## config.mk

```make
export PLATFORM = sky130hd
export DESIGN_NAME = velest_ctrl
export DESIGN_NICKNAME = d
export VERILOG_FILES = /design/src/hw/rtl/velest_pkg.sv /design/src/hw/rtl/velest_ctrl.sv
export SDC_FILE = /design/constraint.sdc
export NUM_CORES = 1
export LEC_CHECK = 0
export ABC_AREA = 1
export BUFFER_PORTS_ARGS = -buffer_cell sky130_fd_sc_hd__buf_2
export CAP_MARGIN = 30
export CORE_MARGIN = 4
export CORE_UTILIZATION = 46
export DETAILED_ROUTE_END_ITERATION = 8
export GPL_TIMING_DRIVEN = 0
export MAX_ROUTING_LAYER = met4
export PLACE_DENSITY = 0.81
export REMOVE_ABC_BUFFERS = 1
export SYNTH_ARGS = -nofsm -noshare
export SYNTH_HDL_FRONTEND = slang
export SYNTH_SLANG_ARGS = --single-unit
```

## constraint.sdc

```tcl
create_clock -name clk_i -period 1.2 [get_ports clk_i]
set_input_delay 0.12 -clock clk_i [delete_from_list [all_inputs] [get_ports clk_i]]
set_output_delay 0.12 -clock clk_i [all_outputs]
set_load 0.02 [all_outputs]
```

## src/hw/rtl/velest_pkg.sv

```systemverilog
// Shared types and constants of the velocity estimator.
// No dependencies.
`default_nettype none

package velest_pkg;

  localparam int unsigned AFB       = 16;       // alpha fraction bits
  localparam int unsigned ALPHA_W   = AFB + 1;  // alpha may reach exactly 1.0
  localparam int unsigned SPD_Q_W   = 31;       // speed quotient stays below 2^31
  localparam int unsigned DIV_CNT_W = $clog2(SPD_Q_W + 1);
  localparam int unsigned POS_W     = 32;
  localparam int unsigned TIME_W    = 64;
  localparam int unsigned CFG_W     = 32;
  localparam int unsigned LIM_W     = 31;
  localparam int unsigned CFG_IDX_W = 3;
  localparam int unsigned DVD_W     = 64;
  localparam int unsigned DVS_W     = 33;

  localparam logic [29:0] NS_PER_S = 30'd1000000000;
  localparam logic [1:0]  QUAL_GOOD = 2'd2;
  localparam logic [1:0]  AXIS_Z    = 2'd2;

  localparam logic [LIM_W-1:0] RST_MAX_H  = 31'd1310720;
  localparam logic [LIM_W-1:0] RST_MAX_V  = 31'd655360;
  localparam logic [CFG_W-1:0] RST_TAU_H  = 32'd100000000;
  localparam logic [CFG_W-1:0] RST_TAU_V  = 32'd150000000;
  localparam logic [CFG_W-1:0] RST_MIN_DT = 32'd5000000;
  localparam logic [CFG_W-1:0] RST_MAX_DT = 32'd200000000;

  typedef enum logic [CFG_IDX_W-1:0] {
    CFG_MAX_H  = 3'd0,
    CFG_MAX_V  = 3'd1,
    CFG_TAU_H  = 3'd2,
    CFG_TAU_V  = 3'd3,
    CFG_MIN_DT = 3'd4,
    CFG_MAX_DT = 3'd5
  } cfg_idx_e;

  typedef enum logic [3:0] {
    OP_NONE,
    OP_LOAD,
    OP_DT,
    OP_GATE,
    OP_MUL,
    OP_CHECK,
    OP_SDIV,
    OP_SSTORE,
    OP_ADIV,
    OP_ASTORE,
    OP_LPMUL,
    OP_LPUPD,
    OP_COMMIT
  } dp_op_e;

  typedef struct packed {
    dp_op_e     op;
    logic [1:0] axis;
    logic       sel;   // 0 horizontal, 1 vertical
  } dp_cmd_t;

  typedef struct packed {
    logic ok;
    logic have_filt;
    logic div_busy;
  } dp_stat_t;

endpackage

`default_nettype wire

```

## src/hw/rtl/velest_ctrl.sv

```systemverilog
// Sequencer: steps the datapath through checks, divisions and filter update.
// Depends on velest_pkg.
`default_nettype none

module velest_ctrl (
  input  wire logic                  clk_i,
  input  wire logic                  rst_ni,
  input  wire logic                  in_valid_i,
  output logic                       in_ready_o,
  output logic                       out_valid_o,
  input  wire logic                  out_ready_i,
  input  wire velest_pkg::dp_stat_t  stat_i,
  output velest_pkg::dp_cmd_t        cmd_o
);

  typedef enum logic [3:0] {
    S_IDLE, S_DT, S_GATE, S_MUL, S_CHECK, S_SDIV, S_SWAIT,
    S_ADIV, S_AWAIT, S_LPMUL, S_LPUPD, S_FIN
  } state_e;

  state_e     state_q, state_d;
  logic [1:0] axis_q, axis_d;
  logic       sel_q, sel_d;
  logic       out_valid_q, out_valid_d;
  velest_pkg::dp_op_e op;

  always_comb begin
    state_d = state_q;
    axis_d  = axis_q;
    sel_d   = sel_q;
    op      = velest_pkg::OP_NONE;
    unique case (state_q)
      S_IDLE: begin
        if (in_valid_i) begin
          op      = velest_pkg::OP_LOAD;
          state_d = S_DT;
        end
      end
      S_DT: begin
        op      = velest_pkg::OP_DT;
        state_d = S_GATE;
      end
      S_GATE: begin
        op      = velest_pkg::OP_GATE;
        axis_d  = '0;
        state_d = S_MUL;
      end
      S_MUL: begin
        if (!stat_i.ok) begin
          state_d = S_FIN;
        end else begin
          op      = velest_pkg::OP_MUL;
          state_d = S_CHECK;
        end
      end
      S_CHECK: begin
        op      = velest_pkg::OP_CHECK;
        state_d = S_SDIV;
      end
      S_SDIV: begin
        if (!stat_i.ok) begin
          state_d = S_FIN;
        end else begin
          op      = velest_pkg::OP_SDIV;
          state_d = S_SWAIT;
        end
      end
      S_SWAIT: begin
        if (!stat_i.div_busy) begin
          op = velest_pkg::OP_SSTORE;
          if (axis_q == velest_pkg::AXIS_Z) begin
            // first good pair seeds the filter directly
            if (stat_i.have_filt) begin
              sel_d   = 1'b0;
              state_d = S_ADIV;
            end else begin
              state_d = S_FIN;
            end
          end else begin
            axis_d  = axis_q + 1'b1;
            state_d = S_MUL;
          end
        end
      end
      S_ADIV: begin
        op      = velest_pkg::OP_ADIV;
        state_d = S_AWAIT;
      end
      S_AWAIT: begin
        if (!stat_i.div_busy) begin
          op = velest_pkg::OP_ASTORE;
          if (sel_q) begin
            axis_d  = '0;
            state_d = S_LPMUL;
          end else begin
            sel_d   = 1'b1;
            state_d = S_ADIV;
          end
        end
      end
      S_LPMUL: begin
        op      = velest_pkg::OP_LPMUL;
        state_d = S_LPUPD;
      end
      S_LPUPD: begin
        op = velest_pkg::OP_LPUPD;
        if (axis_q == velest_pkg::AXIS_Z) begin
          state_d = S_FIN;
        end else begin
          axis_d  = axis_q + 1'b1;
          state_d = S_LPMUL;
        end
      end
      S_FIN: begin
        if (!out_valid_q || out_ready_i) begin
          op      = velest_pkg::OP_COMMIT;
          state_d = S_IDLE;
        end
      end
      default: state_d = S_IDLE;
    endcase
  end

  always_comb begin
    if (op == velest_pkg::OP_COMMIT) begin
      out_valid_d = 1'b1;
    end else if (out_ready_i) begin
      out_valid_d = 1'b0;
    end else begin
      out_valid_d = out_valid_q;
    end
  end

  always_ff @(posedge clk_i or negedge rst_ni) begin
    if (!rst_ni) begin
      state_q     <= S_IDLE;
      axis_q      <= '0;
      sel_q       <= 1'b0;
      out_valid_q <= 1'b0;
    end else begin
      state_q     <= state_d;
      axis_q      <= axis_d;
      sel_q       <= sel_d;
      out_valid_q <= out_valid_d;
    end
  end

  assign cmd_o.op    = op;
  assign cmd_o.axis  = axis_q;
  assign cmd_o.sel   = sel_q;
  assign in_ready_o  = (state_q == S_IDLE);
  assign out_valid_o = out_valid_q;

endmodule

`default_nettype wire

```

==> results of run 1 <==
-- flip-flops by register name, indices dropped and copies added (netlist names) --
register,count
axis_q,2
sel_q,1
state_q,4
out_valid_o,1
-- placed cells by master, fill, tap and decap left out, types with 4 or more instances in the layout --
cell type	count
buf_4	9
buf_6	5
nand2_2	4
o211ai_1	4
dfrtp_2	4
nand2_1	43
dfrtp_1	4
buf_2	10
inv_1	10
nor2_2	8
nor2_4	6
nor2_1	7
nand3_1	12
-- metal layers --
layer	vias to the layer above	global-route usage (%)
li1	441	-
met1	442	28.0
met2	40	41.7
met3	4	3.83
met4	0	10.5
met5	-	-
-- per-stage QoR --
| stage | utilization [%] | cells | setup WS (ns) | TNS, ns |
|---|---|---|---|---|
| 2_1_floorplan | - | 120 | -0.215 | -1.17 |
| 3_3_place_gp | 57.6 | 150 | -0.193 | -1.48 |
| 3_5_place_dp | 57.6 | 150 | -0.190 | -1.51 |
| 4_1_cts | 68.3 | 160 | -0.299 | -2.70 |
| 5_1_grt | 73.2 | 163 | -0.417 | -4.05 |
| 6_report | 73.2 | 163 | -0.342 | -3.20 |
-- area by class of cell --
class                      count  share of cell area, %
clock buffer                   3                   2.22
sequential                     8                   20.3
timing repair buffer          25                   18.2
tap                           15                   1.85
multi-input combinational     96                   50.8
inverter                      16                   6.67
-- report_power, final --
part           switching, W  internal, W
logic               0.00110     0.000752
registers          0.000155     0.000380
clock network     0.0000692     0.000113
total               0.00132      0.00124
-- what timing repair did --
action,CTS,global route
pin swaps,13,11
hold buffers,1,0
gates resized for setup,29,15
setup buffers,6,3
endpoints found under the setup margin,12,12
hold endpoints to repair,8,0
-- cell families (layout without fill, tap and decap cells) --
| family | count (synthesis) | in the layout |
|---|---|---|
| AND/OR/NAND/NOR | 85 | 85 |
| buffers and inverters | 17 | 44 |
| AO/OA/AOI/OAI | 10 | 10 |
| flip-flops | 8 | 8 |
| adder cells (fa/ha/maj) | 1 | 1 |
-- critical path: stages, from the launching register on --
cell	delay [ns]
dfrtp_2	0.47
nand2_1	0.14
inv_2	0.08
o211ai_1	0.17
nand4_1	0.13
buf_4	0.18
-- how the worst min path moves through the flow --
stage | start | to | cells past startpoint
2_1_floorplan | rst_ni | axis_q[0] | 0
3_3_place_gp | rst_ni | axis_q[1] | 1
6_report | out_ready_i | out_valid_o | 2
4_1_cts | out_ready_i | out_valid_o | 2
3_5_place_dp | rst_ni | axis_q[1] | 1
5_1_grt | out_ready_i | out_valid_o | 2
==> run metrics, run 1 <==
largest family of logic cells by synthesized area=simple AND/OR/NAND/NOR gates; Final Slew Violations=0; Initial Util=51.4%; design area=0.00101 mm^2; post-synthesis sequential element count=8; failing checks=setup timing; First DRT Iteration DRCs=42; Synth Area in XOR/XNOR=0%; Post-DP HPWL=around 1400 um; metal1 wirelength=858 um; die area=0.00224 mm^2; clk buf depth=2; Worst-Margin Slew=0.344 ns; clock sink total=8; P per Cell Area=2540 mW/mm^2; number of nets still failing antenna checks after routing=0; initial antenna violation count=0; worst skew pair latency=0.24 ns; R2R setup slack=-0.27 ns; Max VDD drop=0.00146 V; CTS tree=done; Total GRT Usage=24.5%; remaining global-route overflow=0; P_leak=0.566 nW; TritonCTS Buffers=3; crit path max fanout=5; Hold WS=slightly above 0.09 ns; GP Congestion=0.933; PortBufs=15; number of I/O pins=16; drc violations=0; vias per cell=5.69; cells after synthesis=~120; # nets final=158; Worst EP arrival=1.42 ns; mean post-synth cell area=5.87 um^2; Reg area=roughly 210 um^2; clk_skew=0.00172 ns; CP endpoint=cmd_o[5]; Crit. End Element=primary output; drt pass-1 iters=4; fin crit period=1.54 ns; Crit path required time=1.08 ns; chip width=approximately 47 um; clock slew at reported path FFs=approximately 0.05 ns; Reg-to-Reg End=state_q[2]; crit path kind=reg -> out; drt wl/cell=between 10 and 15 um; origin of the critical flop-to-flop path=state_q[1]; Area Overhead vs Synth=42.4%; final setup fails=12; status=finished with violations; first-pass GRT wire length=3680 um; highest metal used=met4; EDFF count, synth=0; layout cell share with drive strength beyond 1=39.2%; placed instance area=about 800 um^2; met2 wire length=1160 um; # diodes=0; Hold WC Path Type=in -> reg; core footprint=about 0.0014 mm^2; R2R depth=11; type of origin of the critical path=flop; multi-input logic area=514 um^2; synth top area cells=dfrtp_1, nand2_1, nand3_1, nor2_1, inv_1; Mapped Area=slightly above 700 um^2; final WL=between 2000 and 2500 um; RSZ-0062 raised after global routing=yes; H-tree depth=1; Worst Setup SP=state_q[1]; Yosys cell types=16; most frequent cell after synthesis=nand2_1; relative slew slack=77.0%; Die Span Y=47.3 um; vias in the first global route=~850; Synth Area in Adders=under 10%; Filler cells=107; root buf cell=clkbuf_4; max_cap viols=0; Synth Area in Simple Gates=51.4%; leading cell types by count after synthesis=nand2_1, nor2_1, inv_1; # rows=13; Synth async-reset ratio=between 90% and 100%; post-synthesis mux area share=0%; Synth Area in Compound Gates=9.15%; Synth area leader=dfrtp_1; Max Freq=~0.65 GHz; Worst Slack Setup Final=-0.342 ns; Final Cycle Share=128%; top-area cell type share of the netlist area=between 20 and 30%; ys flop type=dfrtp_1; routed wl met3=around 140 um; final hold vios=0; vias after detailed routing=approximately 900; synth warn=0; largest net degree at the start of global routing=9; Seq/Total Area, Yosys=28.2%; total chip power=0.00257 W
Note: power is estimated with default switching activity, not from simulation.
==> inputs of run 2 (changes only) <==
- CORE_UTILIZATION: 46 -> 51
- PLACE_DENSITY: 0.81 -> 0.85
- clock period: 1.2 -> 1.75 ns (I/O delays scaled with it)
==> run metrics, run 2 (synthesis gave the netlist of run 1 again) <==
R2R depth=7; multi-input logic area=458 um^2; P per Cell Area=1600 mW/mm^2; part of the power in registers=24.5%; root buf cell=clkbuf_4; vias after detailed routing=812; Worst-Margin Slew=0.362 ns; drt pass-1 iters=4; crit path kind=reg -> out; Final Slew Violations=0; commonest non-fill, non-tap cell in the layout=nand2_1; PortBufs=15; fin crit period=between 1.5 and 2 ns; Post-DP HPWL=1420 um; GP Congestion=0.928; TritonCTS Buffers=3; commonest non-fill, non-tap cells in the layout=nand2_1, buf_2, nor2_1, nand3_1, inv_1; drt wl/cell=roughly 11 um; Biggest register=state_q; Max VDD drop=approximately 0.00097 V; clock sink total=8; Reg area=203 um^2; initial antenna violation count=0; CTS tree=done; first-pass GRT wire length=3020 um; chip width=45.3 um; Final Non-Filler Cells=157; Initial Util=a little over half; placed insts=150; vias in the first global route=744; Max Freq=around 0.61 GHz; Worst Setup SP=state_q[3]; Total GRT Usage=20.5%; max FFs per register=4; number of I/O pins=16; # rows=13; largest net degree at the start of global routing=10; die area=0.00205 mm^2; Hold WC Path Type=in -> reg; final WL=1780 um; P_leak=0.515 nW; internal power=0.000639 W; biggest registers after layout=state_q (4), axis_q (2); First DRT Iteration DRCs=40; type of origin of the critical path=flop; Crit. End Element=primary output; switching power=0.000754 W; Filler cells=124; final setup fails=0; clock slew at reported path FFs=roughly 0.050 ns; Worst EP arrival=1.45 ns; Crit path required time=1.57 ns; switching portion of total power=54.1%; H-tree depth=1; Slowest-stage cell, CP=dfrtp_2; worst hold path cell count=2; worst skew pair latency=around 0.24 ns; CP cell instances=inv_2 > nor2_4 > o211ai_1 > nand3_1 > buf_2; clk_skew=0.000114 ns; vias per cell=5.17; remaining global-route overflow=0; clock share of power=a little under a tenth; # nets final=152; max_cap viols=0; clk buf depth=2; origin of the critical flop-to-flop path=state_q[0]; fin util=roughly 67%; Final Cycle Share=around 93%; Area Overhead vs Synth=22.4%; total chip power=0.00139 W; status=complete, no violations; relative slew slack=75.7%; Die Span Y=45.3 um; layout cell share with drive strength beyond 1=26.1%; final hold vios=0; Hold WS=approximately 0.15 ns; Critical Path Max Stage Delay=0.41 ns; # diodes=0; drc violations=0; crit path max fanout=8; Gate power share=between 60 and 70%; core footprint=0.00130 mm^2; number of nets still failing antenna checks after routing=0; Worst Hold Launch=out_ready_i
-- run 2: changes by cell type in the layout (fill, tap and decap cells not counted), moves of 4 or more --
cell / delta
nand2_1: +4
nor2_1: +7
buf_6: -5
nor2_2: -4
buf_2: +5
buf_4: -6
-- run 2: per-stage QoR --
stage                     setup TNS, ns  area (um^2)  setup WS, ns
after floorplan                       0          703         0.294
after global placement                0          797         0.294
after detailed placement              0          797         0.260
after CTS                             0          835        0.0340
after global routing           -0.00167          870      -0.00167
final                                 0          870         0.121
-- run 2: final cells by class --
type,count,area share [%]
Clock buffer,3,2.59
Multi-Input combinational cell,96,52.7
Tap cell,15,2.16
Sequential cell,8,23.3
Timing Repair Buffer,19,12.4
Inverter,16,6.91
-- run 2: what timing repair did --
item,4_1_cts,5_1_grt
endpoints found under the setup margin,1,3
buffers inserted,0,3
resized for setup,1,7
pin swaps,0,2
hold buffers,1,0
hold endpoints to repair,8,0
-- run 2: path summary, 6_finish.rpt --
check,to,slack (ns)
worst max-delay path,cmd_o[6],0.12
worst min-delay path,out_valid_o,0.15
worst max register to register,sel_q,0.33
worst min register to register,axis_q[0],0.55
max in group asynchronous,state_q[3],1.29
min in group asynchronous,axis_q[1],0.29
-- run 2: worst max-delay path: cells and delay by family, from the launching register on --
kind | cells | cell delay [ns]
simple gates | 2 | 0.35
buf+inv | 2 | 0.25
flops | 1 | 0.41
compound gates | 1 | 0.21
-- run 2: power by group through the flow --
stage               logic (W)  clock network (W)  registers [W]
finish               0.000924           0.000127       0.000342
global route          0.00104           0.000145       0.000351
CTS                  0.000877           0.000133       0.000324
detailed placement   0.000866                  0       0.000327
global placement     0.000848                  0       0.000321
floorplan            0.000607                  0       0.000349
-- run 2: layer usage --
metal / up-vias / GRT usage (%) / part of all wire, % / routed length, um
met3: 4 / 3.19 / 4.9 / 87
met1: 358 / 27.8 / 44 / 790
met2: 26 / 29.1 / 48 / 860
li1: 424 / - / - / -
met4: 0 / 10.5 / 2.3 / 41
met5: - / - / 0 / 0
==> inputs of run 3 (changes only) <==
- CELL_PAD_IN_SITES_DETAIL_PLACEMENT: unset -> 1
- CELL_PAD_IN_SITES_GLOBAL_PLACEMENT: unset -> 1
- CORE_UTILIZATION: 51 -> 35
- PLACE_DENSITY: 0.85 -> 0.86
==> run metrics, run 3 (synthesis gave the netlist of run 1 again) <==
remaining global-route overflow=0; Initial Util=between 30 and 40%; Gate power share=69.2%; Critical Path Most Common Cell=nand2_1; placed insts=162; fin crit period=between 1.5 and 2 ns; Worst Slack Setup Final=0.0569 ns; first-pass GRT wire length=about 3800 um; Worst EP arrival=1.52 ns; layout cell share with drive strength beyond 1=30.3%; P per Cell Area=1710 mW/mm^2; final setup fails=0; vias in the first global route=880; worst hold path cell count=2; Hold WC Path Type=in -> reg; part of the power in registers=about 22%; crit path kind=reg -> out; vias per cell=4.97; Crit. End Element=primary output; status=complete, no violations; vias after detailed routing=about 860; clock sink total=8; final hold vios=0; Die Span Y=53.1 um; type of origin of the critical path=flop; drt wl/cell=13.9 um; root buf cell=clkbuf_4; First DRT Iteration DRCs=8; total chip power=0.00162 W; Final Non-Filler Cells=roughly 170; internal power=0.000764 W; Post-DP HPWL=1950 um; post-place setup slack=~0.18 ns; Slowest-stage cell, CP=dfrtp_2; biggest registers after layout=state_q (4), axis_q (2); Reg-to-Reg End=axis_q[1]; R2R depth=10; worst skew pair latency=0.25 ns; clock slew at reported path FFs=0.05 ns; # rows=16; PortBufs=15; clk buf depth=2; Area Overhead vs Synth=33.3%; max_cap viols=0; Worst Hold End=out_valid_o; # nets final=155; Filler cells=289; chip width=approximately 53 um; crit path max fanout=6; commonest non-fill, non-tap cell in the layout=nand2_1; R2R setup slack=approximately 0.21 ns; Biggest register=state_q; Worst Hold Launch=out_ready_i; final WL=2390 um; GP Congestion=0.863; Final Slew Violations=0; die area=0.00282 mm^2; TritonCTS Buffers=3; core footprint=around 0.0019 mm^2; Crit path required time=1.57 ns; P_leak=between 0.5 and 0.6 nW; initial antenna violation count=0; Total GRT Usage=19.0%; clock share of power=8.4%; Critical Path Max Stage Delay=roughly 0.47 ns; H-tree depth=1; clk_skew=0.00142 ns; drt pass-1 iters=4; number of I/O pins=16; CP cell instances=inv_4 > nor2_4 > buf_12 > nand2_1 > nand2_1 > nor2_2 > nand3_1 > buf_2; Max VDD drop=about 0.00070 V; Worst-Margin Slew=0.322 ns; drc violations=0; Final Cycle Share=a little over nine tenths; origin of the critical flop-to-flop path=state_q[3]; switching portion of total power=52.7%; fin util=around half; CTS tree=done; number of nets still failing antenna checks after routing=0; commonest non-fill, non-tap cells in the layout=nand2_1, buf_2, nand3_1, nor2_1, inv_1; Max Freq=0.591 GHz; max FFs per register=4; largest net degree at the start of global routing=10; relative slew slack=78.4%; switching power=0.000853 W; # diodes=0
-- run 3: worst max-delay path, delay by kind of cell, from the launching register on --
| kind | cells | cell delay (ns) |
|---|---|---|
| buf+inv | 3 | 0.40 |
| flops | 1 | 0.47 |
| simple gates | 5 | 0.39 |
-- run 3: layer usage --
layer / routed length [um] / track usage (%) / vias up
met3: 62 / 1.13 / 2
met5: 0 / - / -
li1: - / - / 432
met1: 1060 / 22.3 / 407
met2: 1260 / 33.1 / 14
met4: 14 / 8.94 / 0
-- run 3: power groups by stage --
stage / sequential [W] / combinational (W) / clock [W]
finish: 0.000362 / 0.00112 / 0.000135
global route: 0.000374 / 0.00124 / 0.000147
CTS: 0.000345 / 0.000939 / 0.000140
detailed placement: 0.000337 / 0.000914 / 0
global placement: 0.000329 / 0.000877 / 0
floorplan: 0.000349 / 0.000607 / 0
-- run 3: area by class of cell --
type | instances | area (um^2) | share of cell area [%]
Multi-Input combinational cell | 96 | 470 | 49.7
Sequential cell | 8 | 203 | 21.4
Timing Repair Buffer | 22 | 155 | 16.4
Inverter | 16 | 62.6 | 6.61
Tap cell | 27 | 33.8 | 3.57
Clock buffer | 3 | 22.5 | 2.38
-- run 3: timing repair --
item                                    4_1_cts  5_1_grt
endpoints found under the setup margin        2        4
buffers inserted                              0        6
pin swaps                                     0        6
endpoints found under the hold margin         8        0
hold buffers                                  1        0
resized for setup                             5       10
-- run 3: per-stage QoR --
| step | setup TNS, ns | cell area (um^2) | hold slack, ns |
|---|---|---|---|
| after floorplan | 0 | 703 | -0.121 |
| after global placement | 0 | 812 | 0.0206 |
| after detailed placement | 0 | 812 | 0.0222 |
| after CTS | 0 | 860 | 0.128 |
| after global routing | -0.0188 | 947 | 0.171 |
| final | 0 | 947 | 0.140 |
-- run 3: how the worst max path moves through the flow --
stage / startpoint / endpoint
final: state_q[1] / cmd_o[6]
after global routing: state_q[1] / cmd_o[6]
after CTS: state_q[3] / cmd_o[4]
after detailed placement: state_q[1] / cmd_o[4]
after global placement: state_q[1] / cmd_o[4]
after floorplan: state_q[3] / cmd_o[3]
